File: config.mk
export PLATFORM = sky130hd
export DESIGN_NAME = load_cell_piece_counter_top_flat
export DESIGN_NICKNAME = d
export VERILOG_FILES = /design/src/hdl/lcpc_pkg.sv /design/src/hdl/lcpc_if.sv /design/src/hdl/lcpc_div.sv /design/src/hdl/load_cell_piece_counter_top.sv /design/src/flat_wrapper.sv
export SDC_FILE = /design/constraint.sdc
export NUM_CORES = 1
export LEC_CHECK = 0
export BUFFER_PORTS_ARGS = -buffer_cell sky130_fd_sc_hd__buf_2
export CAP_MARGIN = 0
export CELL_PAD_IN_SITES_DETAIL_PLACEMENT = 1
export CELL_PAD_IN_SITES_GLOBAL_PLACEMENT = 2
export CORE_ASPECT_RATIO = 0.75
export CORE_MARGIN = 2
export CORE_UTILIZATION = 40
export CTS_CLUSTER_DIAMETER = 40
export DETAILED_ROUTE_END_ITERATION = 8
export GPL_ROUTABILITY_DRIVEN = 1
export PLACE_DENSITY_LB_ADDON = 0.1
export SYNTH_ARGS = -nofsm -noshare
export SYNTH_HDL_FRONTEND = slang
export SYNTH_SLANG_ARGS = --single-unit
export TNS_END_PERCENT = 1
File: constraint.sdc
create_clock -name clk -period 9.1 [get_ports clk]
set_input_delay 1.82 -clock clk [delete_from_list [all_inputs] [get_ports clk]]
set_output_delay 1.82 -clock clk [all_outputs]
set_load 0.1 [all_outputs]
File: src/hdl/lcpc_pkg.sv
// ----------------------------------------------------------------------------
// lcpc_pkg: shared types and constants for the load-cell piece counter
// Field widths, datapath widths, opcode and status codes, reset values.
// ----------------------------------------------------------------------------
package lcpc_pkg;

  // beat field widths
  localparam int SAMPLE_W   = 24;
  localparam int KC_W       = 8;
  localparam int STATUS_W   = 3;
  localparam int COUNT_W    = 8;
  localparam int EXACT_W    = 17;
  localparam int OFFSET_W   = 24;
  localparam int FACTOR_W   = 33;
  localparam int DEADBAND_W = 8;

  // averaging state
  localparam int SUM_W   = 28;
  localparam int TAKEN_W = 4;

  // shared divider operand widths
  localparam int DVD_W = 41;
  localparam int DVS_W = 33;

  // parameter defaults
  localparam int AVG_SAMPLES_DEF = 10;
  localparam int MAX_COUNT_DEF   = 255;

  localparam logic [DEADBAND_W-1:0] DEADBAND_RST = 8'd77;
  localparam logic [FACTOR_W-1:0]   FACTOR_RST   = 33'd256;

  typedef enum logic [1:0] {
    OP_MEASURE = 2'd0,
    OP_TARE    = 2'd1,
    OP_CAL     = 2'd2,
    OP_RSVD    = 2'd3
  } op_t;

  typedef enum logic [STATUS_W-1:0] {
    ST_MEASURED    = 3'd0,
    ST_TARE_AVG    = 3'd1,
    ST_TARE_APPLY  = 3'd2,
    ST_CAL_AVG     = 3'd3,
    ST_CAL_APPLY   = 3'd4,
    ST_CAL_REJECT  = 3'd5
  } status_t;

endpackage

File: src/hdl/lcpc_if.sv
// ----------------------------------------------------------------------------
// lcpc_in_if / lcpc_out_if: valid/ready channels of the piece counter
// Sample beats in, result beats out.
// ----------------------------------------------------------------------------
interface lcpc_in_if;
  import lcpc_pkg::*;

  logic                        valid;
  logic                        ready;
  logic [1:0]                  opcode;
  logic signed [SAMPLE_W-1:0]  sample;
  logic [KC_W-1:0]             known_count;

  modport source (output valid, opcode, sample, known_count, input ready);
  modport sink   (input valid, opcode, sample, known_count, output ready);
endinterface

interface lcpc_out_if;
  import lcpc_pkg::*;

  logic                        valid;
  logic                        ready;
  logic [STATUS_W-1:0]         status;
  logic [COUNT_W-1:0]          count;
  logic signed [EXACT_W-1:0]   exact_count_q8;
  logic signed [OFFSET_W-1:0]  offset;
  logic signed [FACTOR_W-1:0]  factor_q8;

  modport source (output valid, status, count, exact_count_q8, offset, factor_q8,
                  input ready);
  modport sink   (input valid, status, count, exact_count_q8, offset, factor_q8,
                  output ready);
endinterface

File: src/hdl/lcpc_div.sv
// ----------------------------------------------------------------------------
// lcpc_div: unsigned restoring divider, one quotient bit per cycle
// Operands latched on start; done pulses one cycle with quotient valid.
// ----------------------------------------------------------------------------
module lcpc_div #(
  parameter int DVD_W = lcpc_pkg::DVD_W,
  parameter int DVS_W = lcpc_pkg::DVS_W
) (
  input  logic             clk,
  input  logic             rst,
  input  logic             start,
  input  logic [DVD_W-1:0] dividend,
  input  logic [DVS_W-1:0] divisor,
  output logic             done,
  output logic [DVD_W-1:0] quotient
);
  localparam int CNT_W = $clog2(DVD_W + 1);

  logic             busy;
  logic [CNT_W-1:0] cnt;
  logic [DVS_W-1:0] dvs;
  logic [DVS_W-1:0] rem;
  logic [DVD_W-1:0] quo;
  logic [DVS_W:0]   trial;
  logic [DVS_W+1:0] sub;
  logic             ge;

  // shift next dividend bit into the partial remainder, try a subtract
  assign trial = {rem, quo[DVD_W-1]};
  assign sub   = {1'b0, trial} - {2'b00, dvs};
  assign ge    = !sub[DVS_W+1];

  always_ff @(posedge clk) begin
    if (rst) begin
      busy <= 1'b0;
      done <= 1'b0;
    end else begin
      done <= 1'b0;
      if (start) begin
        busy <= 1'b1;
        cnt  <= CNT_W'(DVD_W);
        quo  <= dividend;
        dvs  <= divisor;
        rem  <= '0;
      end else if (busy) begin
        rem <= ge ? sub[DVS_W-1:0] : trial[DVS_W-1:0];
        quo <= {quo[DVD_W-2:0], ge};
        cnt <= cnt - CNT_W'(1);
        if (cnt == CNT_W'(1)) begin
          busy <= 1'b0;
          done <= 1'b1;
        end
      end
    end
  end

  assign quotient = quo;

endmodule

File: src/hdl/load_cell_piece_counter_top.sv
// ----------------------------------------------------------------------------
// load_cell_piece_counter_top: counting scale with tare and calibration
// Measure, tare apply and calibrate apply run through the 41-step shared
//   divider (calibrate apply twice); a measure with a zero factor and the
//   tare/cal averaging beats skip it. One sample beat at a time; ready drops until the
//   result is in the output register, which may still be waiting downstream.
// Reset (rst, synchronous): offset 0, factor 1.0 (256), count 0, averaging
//   cleared, deadband 77, output empty.
// ----------------------------------------------------------------------------
module load_cell_piece_counter_top #(
  parameter int AVG_SAMPLES = lcpc_pkg::AVG_SAMPLES_DEF,
  parameter int MAX_COUNT   = lcpc_pkg::MAX_COUNT_DEF
) (
  input  logic                              clk,
  input  logic                              rst,
  input  logic                              cfg_wr_en,
  input  logic [lcpc_pkg::DEADBAND_W-1:0]   cfg_wr_data,
  lcpc_in_if.sink                           samp,
  lcpc_out_if.source                        res
);
  import lcpc_pkg::*;

  // Sequencer: IDLE takes a beat. Measure, tare apply and calibrate apply
  // go through the shared divider; calibrate apply uses it twice (sum/N,
  // then (avg-offset)*256/known_count). PUT hands the result to the
  // output register as soon as it is free.
  typedef enum logic [2:0] {
    S_IDLE,
    S_MDIV,
    S_TDIV,
    S_CDIV1,
    S_CDIV2,
    S_PUT
  } state_t;

  state_t state;

  // architectural state
  logic [DEADBAND_W-1:0]      deadband;
  logic signed [OFFSET_W-1:0] tare_offset;
  logic signed [FACTOR_W-1:0] piece_factor;
  logic [COUNT_W-1:0]         stable_count;
  logic signed [SUM_W-1:0]    avg_sum;
  logic [TAKEN_W-1:0]         avg_taken;
  op_t                        run_mode;
  logic [KC_W-1:0]            run_known_count;

  // result staging and output register
  status_t                    res_status;
  logic signed [EXACT_W-1:0]  res_exact;
  logic                       out_valid;
  logic [STATUS_W-1:0]        out_status;
  logic [COUNT_W-1:0]         out_count;
  logic signed [EXACT_W-1:0]  out_exact;
  logic signed [OFFSET_W-1:0] out_offset;
  logic signed [FACTOR_W-1:0] out_factor;

  // divider hookup; q_neg carries the sign of the pending quotient
  logic             div_start;
  logic [DVD_W-1:0] div_dvd;
  logic [DVS_W-1:0] div_dvs;
  logic             div_done;
  logic [DVD_W-1:0] div_quo;
  logic             q_neg;

  lcpc_div #(
    .DVD_W (DVD_W),
    .DVS_W (DVS_W)
  ) u_div (
    .clk      (clk),
    .rst      (rst),
    .start    (div_start),
    .dividend (div_dvd),
    .divisor  (div_dvs),
    .done     (div_done),
    .quotient (div_quo)
  );

  // ---------------- accept-side decode ----------------
  logic                      accept;
  op_t                       op_eff;
  logic                      mode_chg;
  logic signed [SUM_W-1:0]   sum_base;
  logic signed [SUM_W-1:0]   sum_new;
  logic [SUM_W-1:0]          sum_mag;
  logic [TAKEN_W-1:0]        taken_base;
  logic [TAKEN_W-1:0]        taken_new;
  logic                      run_done;
  logic [KC_W-1:0]           kc_eff;

  assign accept   = samp.valid && samp.ready;
  // opcode three behaves as measure
  assign op_eff   = (samp.opcode == OP_RSVD) ? OP_MEASURE : op_t'(samp.opcode);
  // any change of effective opcode restarts averaging
  assign mode_chg   = (op_eff != run_mode);
  assign sum_base   = mode_chg ? '0 : avg_sum;
  assign taken_base = mode_chg ? '0 : avg_taken;
  assign sum_new    = sum_base + SUM_W'(samp.sample);
  assign taken_new  = taken_base + TAKEN_W'(1);
  assign run_done   = (taken_new >= TAKEN_W'(AVG_SAMPLES));
  assign sum_mag    = sum_new[SUM_W-1] ? (~sum_new + SUM_W'(1)) : sum_new;
  // known count comes from the first beat of a calibrate run
  assign kc_eff     = (taken_base == '0) ? samp.known_count : run_known_count;

  // measure operands: (sample - offset) << 16 over |factor|
  logic signed [OFFSET_W:0]   m_diff;
  logic [DVD_W-1:0]           m_num;
  logic [DVD_W-1:0]           m_mag;
  logic [FACTOR_W-1:0]        f_mag;

  assign m_diff = (OFFSET_W+1)'(samp.sample) - (OFFSET_W+1)'(tare_offset);
  assign m_num  = {m_diff, 16'h0000};
  assign m_mag  = m_num[DVD_W-1] ? (~m_num + DVD_W'(1)) : m_num;
  assign f_mag  = piece_factor[FACTOR_W-1] ? (~piece_factor + FACTOR_W'(1))
                                           : piece_factor;

  // ---------------- divider-result side ----------------
  // measure: round half away from zero on the magnitude, deadband check
  logic [7:0]          m_frac;
  logic [DVD_W-9:0]    m_whole;
  logic [DVD_W-8:0]    m_rmag;
  logic [8:0]          m_dist;
  logic                m_take;
  logic                m_negx;
  logic [COUNT_W-1:0]  m_count;
  logic [EXACT_W-1:0]  m_exact;

  assign m_frac  = div_quo[7:0];
  assign m_whole = div_quo[DVD_W-1:8];
  assign m_rmag  = (DVD_W-7)'(m_whole) + (DVD_W-7)'(m_frac[7]);
  assign m_dist  = m_frac[7] ? (9'd256 - 9'(m_frac)) : 9'(m_frac);
  assign m_take  = (m_dist < 9'(deadband));
  assign m_negx  = q_neg && (div_quo != '0);

  always_comb begin
    if (m_negx || (m_rmag == '0)) begin
      m_count = '0;
    end else if (m_rmag > (DVD_W-7)'(MAX_COUNT)) begin
      m_count = COUNT_W'(MAX_COUNT);
    end else begin
      m_count = m_rmag[COUNT_W-1:0];
    end
  end

  // reported value saturates to the 17-bit signed range
  always_comb begin
    if (m_negx) begin
      if (div_quo > DVD_W'(65536)) begin
        m_exact = 17'h10000;
      end else begin
        m_exact = ~div_quo[EXACT_W-1:0] + EXACT_W'(1);
      end
    end else if (div_quo > DVD_W'(65535)) begin
      m_exact = 17'h0FFFF;
    end else begin
      m_exact = div_quo[EXACT_W-1:0];
    end
  end

  // tare apply: signed average
  logic [OFFSET_W-1:0] t_avg;
  assign t_avg = q_neg ? (~div_quo[OFFSET_W-1:0] + OFFSET_W'(1))
                       : div_quo[OFFSET_W-1:0];

  // calibrate, first pass done: average, minus offset, times 256
  logic signed [OFFSET_W:0]   c_avg;
  logic signed [OFFSET_W+1:0] c_diff;
  logic [OFFSET_W+1:0]        c_mag;

  assign c_avg  = q_neg ? (~div_quo[OFFSET_W:0] + (OFFSET_W+1)'(1))
                        : div_quo[OFFSET_W:0];
  assign c_diff = (OFFSET_W+2)'(c_avg) - (OFFSET_W+2)'(tare_offset);
  assign c_mag  = c_diff[OFFSET_W+1] ? (~c_diff + (OFFSET_W+2)'(1)) : c_diff;

  // calibrate, second pass done: new factor
  logic [FACTOR_W-1:0] c_factor;
  assign c_factor = q_neg ? (~div_quo[FACTOR_W-1:0] + FACTOR_W'(1))
                          : div_quo[FACTOR_W-1:0];

  // ---------------- sequencer ----------------
  always_ff @(posedge clk) begin
    if (rst) begin
      state           <= S_IDLE;
      deadband        <= DEADBAND_RST;
      tare_offset     <= '0;
      piece_factor    <= FACTOR_RST;
      stable_count    <= '0;
      avg_sum         <= '0;
      avg_taken       <= '0;
      run_mode        <= OP_MEASURE;
      run_known_count <= '0;
      out_valid       <= 1'b0;
      div_start       <= 1'b0;
    end else begin
      div_start <= 1'b0;
      if (cfg_wr_en) begin
        deadband <= cfg_wr_data;
      end
      if (out_valid && res.ready) begin
        out_valid <= 1'b0;
      end

      case (state)
        S_IDLE: begin
          if (accept) begin
            run_mode  <= op_eff;
            res_exact <= '0;
            case (op_eff)
              OP_TARE: begin
                if (run_done) begin
                  avg_sum   <= '0;
                  avg_taken <= '0;
                  div_dvd   <= DVD_W'(sum_mag);
                  div_dvs   <= DVS_W'(AVG_SAMPLES);
                  q_neg     <= sum_new[SUM_W-1];
                  div_start <= 1'b1;
                  state     <= S_TDIV;
                end else begin
                  avg_sum    <= sum_new;
                  avg_taken  <= taken_new;
                  res_status <= ST_TARE_AVG;
                  state      <= S_PUT;
                end
              end
              OP_CAL: begin
                run_known_count <= kc_eff;
                if (kc_eff == '0) begin
                  avg_sum    <= sum_base;
                  avg_taken  <= taken_base;
                  res_status <= ST_CAL_REJECT;
                  state      <= S_PUT;
                end else if (run_done) begin
                  avg_sum   <= '0;
                  avg_taken <= '0;
                  div_dvd   <= DVD_W'(sum_mag);
                  div_dvs   <= DVS_W'(AVG_SAMPLES);
                  q_neg     <= sum_new[SUM_W-1];
                  div_start <= 1'b1;
                  state     <= S_CDIV1;
                end else begin
                  avg_sum    <= sum_new;
                  avg_taken  <= taken_new;
                  res_status <= ST_CAL_AVG;
                  state      <= S_PUT;
                end
              end
              default: begin
                // measure
                avg_sum    <= sum_base;
                avg_taken  <= taken_base;
                res_status <= ST_MEASURED;
                if (piece_factor == '0) begin
                  state <= S_PUT;
                end else begin
                  div_dvd   <= m_mag;
                  div_dvs   <= DVS_W'(f_mag);
                  q_neg     <= m_diff[OFFSET_W] ^ piece_factor[FACTOR_W-1];
                  div_start <= 1'b1;
                  state     <= S_MDIV;
                end
              end
            endcase
          end
        end

        S_MDIV: begin
          if (div_done) begin
            if (m_take) begin
              stable_count <= m_count;
            end
            res_exact <= m_exact;
            state     <= S_PUT;
          end
        end

        S_TDIV: begin
          if (div_done) begin
            tare_offset <= t_avg;
            res_status  <= ST_TARE_APPLY;
            state       <= S_PUT;
          end
        end

        S_CDIV1: begin
          if (div_done) begin
            div_dvd   <= DVD_W'({c_mag, 8'h00});
            div_dvs   <= DVS_W'(run_known_count);
            q_neg     <= c_diff[OFFSET_W+1];
            div_start <= 1'b1;
            state     <= S_CDIV2;
          end
        end

        S_CDIV2: begin
          if (div_done) begin
            piece_factor <= c_factor;
            res_status   <= ST_CAL_APPLY;
            state        <= S_PUT;
          end
        end

        S_PUT: begin
          // load the output register once its last beat has gone
          if (!out_valid || res.ready) begin
            out_valid  <= 1'b1;
            out_status <= res_status;
            out_count  <= stable_count;
            out_exact  <= res_exact;
            out_offset <= tare_offset;
            out_factor <= piece_factor;
            state      <= S_IDLE;
          end
        end

        default: begin
          state <= S_IDLE;
        end
      endcase
    end
  end

  assign samp.ready         = (state == S_IDLE);
  assign res.valid          = out_valid;
  assign res.status         = out_status;
  assign res.count          = out_count;
  assign res.exact_count_q8 = out_exact;
  assign res.offset         = out_offset;
  assign res.factor_q8      = out_factor;

endmodule

File: src/flat_wrapper.sv
// flat-port wrapper written by rule: the top's interface ports become plain ports
module load_cell_piece_counter_top_flat import lcpc_pkg::*;
#(
  parameter int AVG_SAMPLES = lcpc_pkg::AVG_SAMPLES_DEF,
  parameter int MAX_COUNT   = lcpc_pkg::MAX_COUNT_DEF
)
  (clk, rst, cfg_wr_en, cfg_wr_data, samp_valid, samp_opcode, samp_sample, samp_known_count, samp_ready, res_valid, res_status, res_count, res_exact_count_q8, res_offset, res_factor_q8, res_ready);
  lcpc_in_if samp_i ();
  lcpc_out_if res_i ();
  input  logic clk;
  input  logic rst;
  input  logic cfg_wr_en;
  input  logic [lcpc_pkg::DEADBAND_W-1:0] cfg_wr_data;
  input wire logic [$bits(samp_i.valid)-1:0] samp_valid;
  input wire logic [$bits(samp_i.opcode)-1:0] samp_opcode;
  input wire logic [$bits(samp_i.sample)-1:0] samp_sample;
  input wire logic [$bits(samp_i.known_count)-1:0] samp_known_count;
  output wire logic [$bits(samp_i.ready)-1:0] samp_ready;
  output wire logic [$bits(res_i.valid)-1:0] res_valid;
  output wire logic [$bits(res_i.status)-1:0] res_status;
  output wire logic [$bits(res_i.count)-1:0] res_count;
  output wire logic [$bits(res_i.exact_count_q8)-1:0] res_exact_count_q8;
  output wire logic [$bits(res_i.offset)-1:0] res_offset;
  output wire logic [$bits(res_i.factor_q8)-1:0] res_factor_q8;
  input wire logic [$bits(res_i.ready)-1:0] res_ready;
  assign samp_i.valid = samp_valid;
  assign samp_i.opcode = samp_opcode;
  assign samp_i.sample = samp_sample;
  assign samp_i.known_count = samp_known_count;
  assign samp_ready = samp_i.ready;
  assign res_valid = res_i.valid;
  assign res_status = res_i.status;
  assign res_count = res_i.count;
  assign res_exact_count_q8 = res_i.exact_count_q8;
  assign res_offset = res_i.offset;
  assign res_factor_q8 = res_i.factor_q8;
  assign res_i.ready = res_ready;
  load_cell_piece_counter_top #(.AVG_SAMPLES(AVG_SAMPLES), .MAX_COUNT(MAX_COUNT)) u_core (.clk(clk), .rst(rst), .cfg_wr_en(cfg_wr_en), .cfg_wr_data(cfg_wr_data), .samp(samp_i), .res(res_i));
endmodule
==> impl_metrics.tcl <==
set metrics [dict create \
    synth_edf_count 293 \
    final-max-slew-violation-count 0 \
    layout.cells.non_filler 3890 \
    pwr-share-seq_pct 35.2 \
    ys_types 95 \
    drc 0 \
    fin_setup_tns_ns 0 \
    rr_worst_depth 23 \
    whs_path_depth 0 \
    clkSinkCount 415 \
    drt-total-wl_mm 94.7 \
    tightestPinTransition_ns 1.23 \
    cts_root_buffer "clkbuf_16" \
    viasPerCell 5.87 \
    portBuffers 133 \
    synthArstFlopShare_pct 0 \
    ys_ff_latch 415 \
    antenna_found_initial 3 \
    hold_viol 0 \
    cts.clk_slew.worst_paths_ns 0.06 \
    hpwl_mm 70.7 \
    ir_drop_v 0.000144 \
    cts_setup_buffers 0 \
    avgSynthCellArea_sq_um 9.30 \
    clock_power_share_pct 46.0 \
    design.core.area_sq_um 65500 \
    hold_path.class "flop to flop" \
    drtAntennaViolNets 0 \
    grt_max_degree 72 \
    firstDrtPassIters 7 \
    die_width_microns 302 \
    die_h_microns 227 \
    grt_pass1_vias 22700 \
    vias 22900 \
    rsz0062_at_grt "false" \
    grt_pass1_wl_mm 144 \
    worstPathArrival_ns 7.76 \
    syn_to_final_growth_pct 15.9 \
    status "finished, final reports clean" \
    finalSetupViolCount 0 \
    synth_fp_nets 3025 \
    fin_crit_sh_pct 81.6 \
    ios 134 \
    fin_crit_ns 7.42 \
    use_met1_pct 42.3 \
    ys_warn_count 0 \
    initial_utilization_pct 40.6 \
    clock_path_buffers 3 \
    power_density_nw_per_um2 206 \
    maxCapViolCount 0 \
    internal_power_mw 4.40 \
    globalplace.congestion 0.892 \
    crit_path_end_kind "flop" \
    synthesis.area_sq_um 26600 \
    comb_power_share_pct 18.8 \
    overflow 0 \
    power_leakage_nw 11.5 \
    cts_resized 0 \
    cp-start-kind "flop" \
    hold_buffers 0 \
    diodes 0 \
    grtUsageTotal_pct 27.6 \
    power_switching_share_pct 30.7 \
    ys_seq_area_share_pct 42.3 \
    busiest_layer "met1" \
    crit_type "flop to flop" \
    synth_flop_cell "edfxtp_1" \
    insertion_delay_ns 0.62 \
    h-tree-depth 3 \
    routedWlPerCell_microns 24.3 \
    fin_nets 3127 \
    power.switching_mw 1.95 \
    floorplan.rows 81 \
    critPathMaxFanout 11 \
    dr.first_iter.drc_count 1778 \
    relSlewSlack_pct 17.1 \
    syn-instance-count 2858 \
    placed_cells 3756 \
    required_ns 9.44 \
    use_met3_pct 3.74 \
    numCtsBuffers 73 \
    cts_tree "built" \
    skew_ns 0.0273 \
    drive_gt1_share_pct 13.3 \
    timing.fmax_mhz 135 \
    grt_use_met2_pct 40.8 \
    dieArea_sq_um 68500 \
]
## power by group through the flow
stage               logic [mW]  registers (mW)  clock network [mW]
detailed placement        1.18            2.27                   0
floorplan                0.765            2.29                   0
CTS                       1.19            2.23                2.97
global route              1.30            2.24                3.05
global placement          1.15            2.26                   0
finish                    1.19            2.23                2.92
## critical path: stages (launching register included)
cell,delay (ns)
edfxtp_1,0.51
inv_1,0.22
ha_1,0.27
nand2_1,0.13
or3_1,0.42
or3_1,0.42
or3_1,0.39
or3_1,0.37
or3_1,0.37
nand2_1,0.10
xor2_1,0.50
inv_1,0.13
ha_1,0.41
a21o_1,0.19
a21o_1,0.19
a21o_1,0.20
o31ai_1,0.23
a21oi_1,0.11
a221o_1,0.41
a41o_1,0.29
o21bai_1,0.74
o21ai_0,0.26
xnor2_1,0.20
o22ai_1,0.09
## layout make-up
cell class / count / area, sq um
fillers: 7441 / 34700
flip-flops and latches: 415 / 11200
repair buffers: 177 / 1010
clock buffers: 86 / 2000
inverters: 157 / 589
multi-input cells: 2136 / 14300
well taps: 871 / 1090
clock inverters: 48 / 592
## layer usage
layer / routed length [microns] / vias up
li1: - / 10700
met1: 48200 / 11500
met2: 39800 / 570
met3: 4800 / 114
met4: 1810 / 2
met5: 19 / -
## sequential cells by signal (all words and copies together) (netlist names), 4 cells and up
name / flops
u_core.res.offset: 24
u_core.res.count: 8
u_core.div_dvs: 33
u_core.avg_sum: 28
u_core.run_known_count: 8
u_core.res.factor_q8: 33
u_core.avg_taken: 4
u_core.div_dvd: 41
u_core.tare_offset: 24
u_core.u_div.rem: 33
u_core.res_exact: 17
u_core.u_div.quotient: 41
u_core.res.exact_count_q8: 17
u_core.u_div.cnt: 6
u_core.stable_count: 8
u_core.piece_factor: 33
u_core.deadband: 8
u_core.u_div.dvs: 33
## Yosys cell counts (74+ instances only)
cell type,instances,area share (%)
edfxtp_1,293,33
nand2_1,246,3.5
xor2_1,119,3.9
clkbuf_1,128,1.8
dfxtp_1,122,9.2
ha_1,117,5.5
a211oi_1,74,2.1
o21ai_0,161,3.0
xnor2_1,140,4.6
nor2_1,307,4.3
a21oi_1,155,2.9
inv_1,155,2.2
## layout by cell type, fill, tap and decap left out, types with 24 or more instances in the layout
cell type / synthesis / routed
a21o_1: 42 / 42
and3_1: 36 / 35
mux2i_1: 53 / 53
a22oi_1: 37 / 37
nor2b_1: 24 / 24
nor3_1: 47 / 47
inv_1: 155 / 155
a211oi_1: 74 / 73
nand2b_1: 27 / 27
xnor2_1: 140 / 140
buf_4: 0 / 44
nand3_1: 57 / 57
buf_2: 9 / 132
edfxtp_1: 293 / 293
dfxtp_1: 122 / 121
a21oi_1: 155 / 154
nand2_1: 246 / 245
o31ai_1: 33 / 32
xor2_1: 119 / 119
ha_1: 117 / 117
nor2_1: 307 / 301
a31oi_1: 46 / 46
o21ai_0: 161 / 161
mux2_2: 35 / 35
clkbuf_16: 0 / 79
## final timing paths
kind                                             to  slack, ns                startpoint
worst max register to register   u_core.div_dvd[14]       1.68  u_core.u_div.quotient[0]
worst max-delay path             u_core.div_dvd[14]       1.68  u_core.u_div.quotient[0]
worst min-delay path            u_core.u_div.dvs[4]       0.41         u_core.div_dvs[4]
worst min register to register  u_core.u_div.dvs[4]       0.41         u_core.div_dvs[4]
## metrics by stage
step | power (mW) | utilization, % | worst slack, ns | cell area, sq um | hold slack (ns)
floorplan | 3.06 | - | 1.50 | 26600 | 0.400
global placement | 3.42 | 43.1 | 1.80 | 28200 | 0.401
detailed placement | 3.44 | 43.1 | 1.63 | 28200 | 0.406
CTS | 6.39 | 47.0 | 1.79 | 30800 | 0.409
global route | 6.58 | 47.0 | 1.32 | 30800 | 0.417
finish | 6.34 | 47.0 | 1.68 | 30800 | 0.408
## logic make-up after synthesis
group	Yosys count	synth area share, %
xor gates and xnor gates	263	8.86
and+or+nand+nor	910	16.3
muxes	88	3.48
DFF	415	42.3
AOI/OAI and AO/OA	750	18.7
adders and majority gates	125	5.92
buffers and inverters	307	4.38
(Power assumes the default switching activity.)
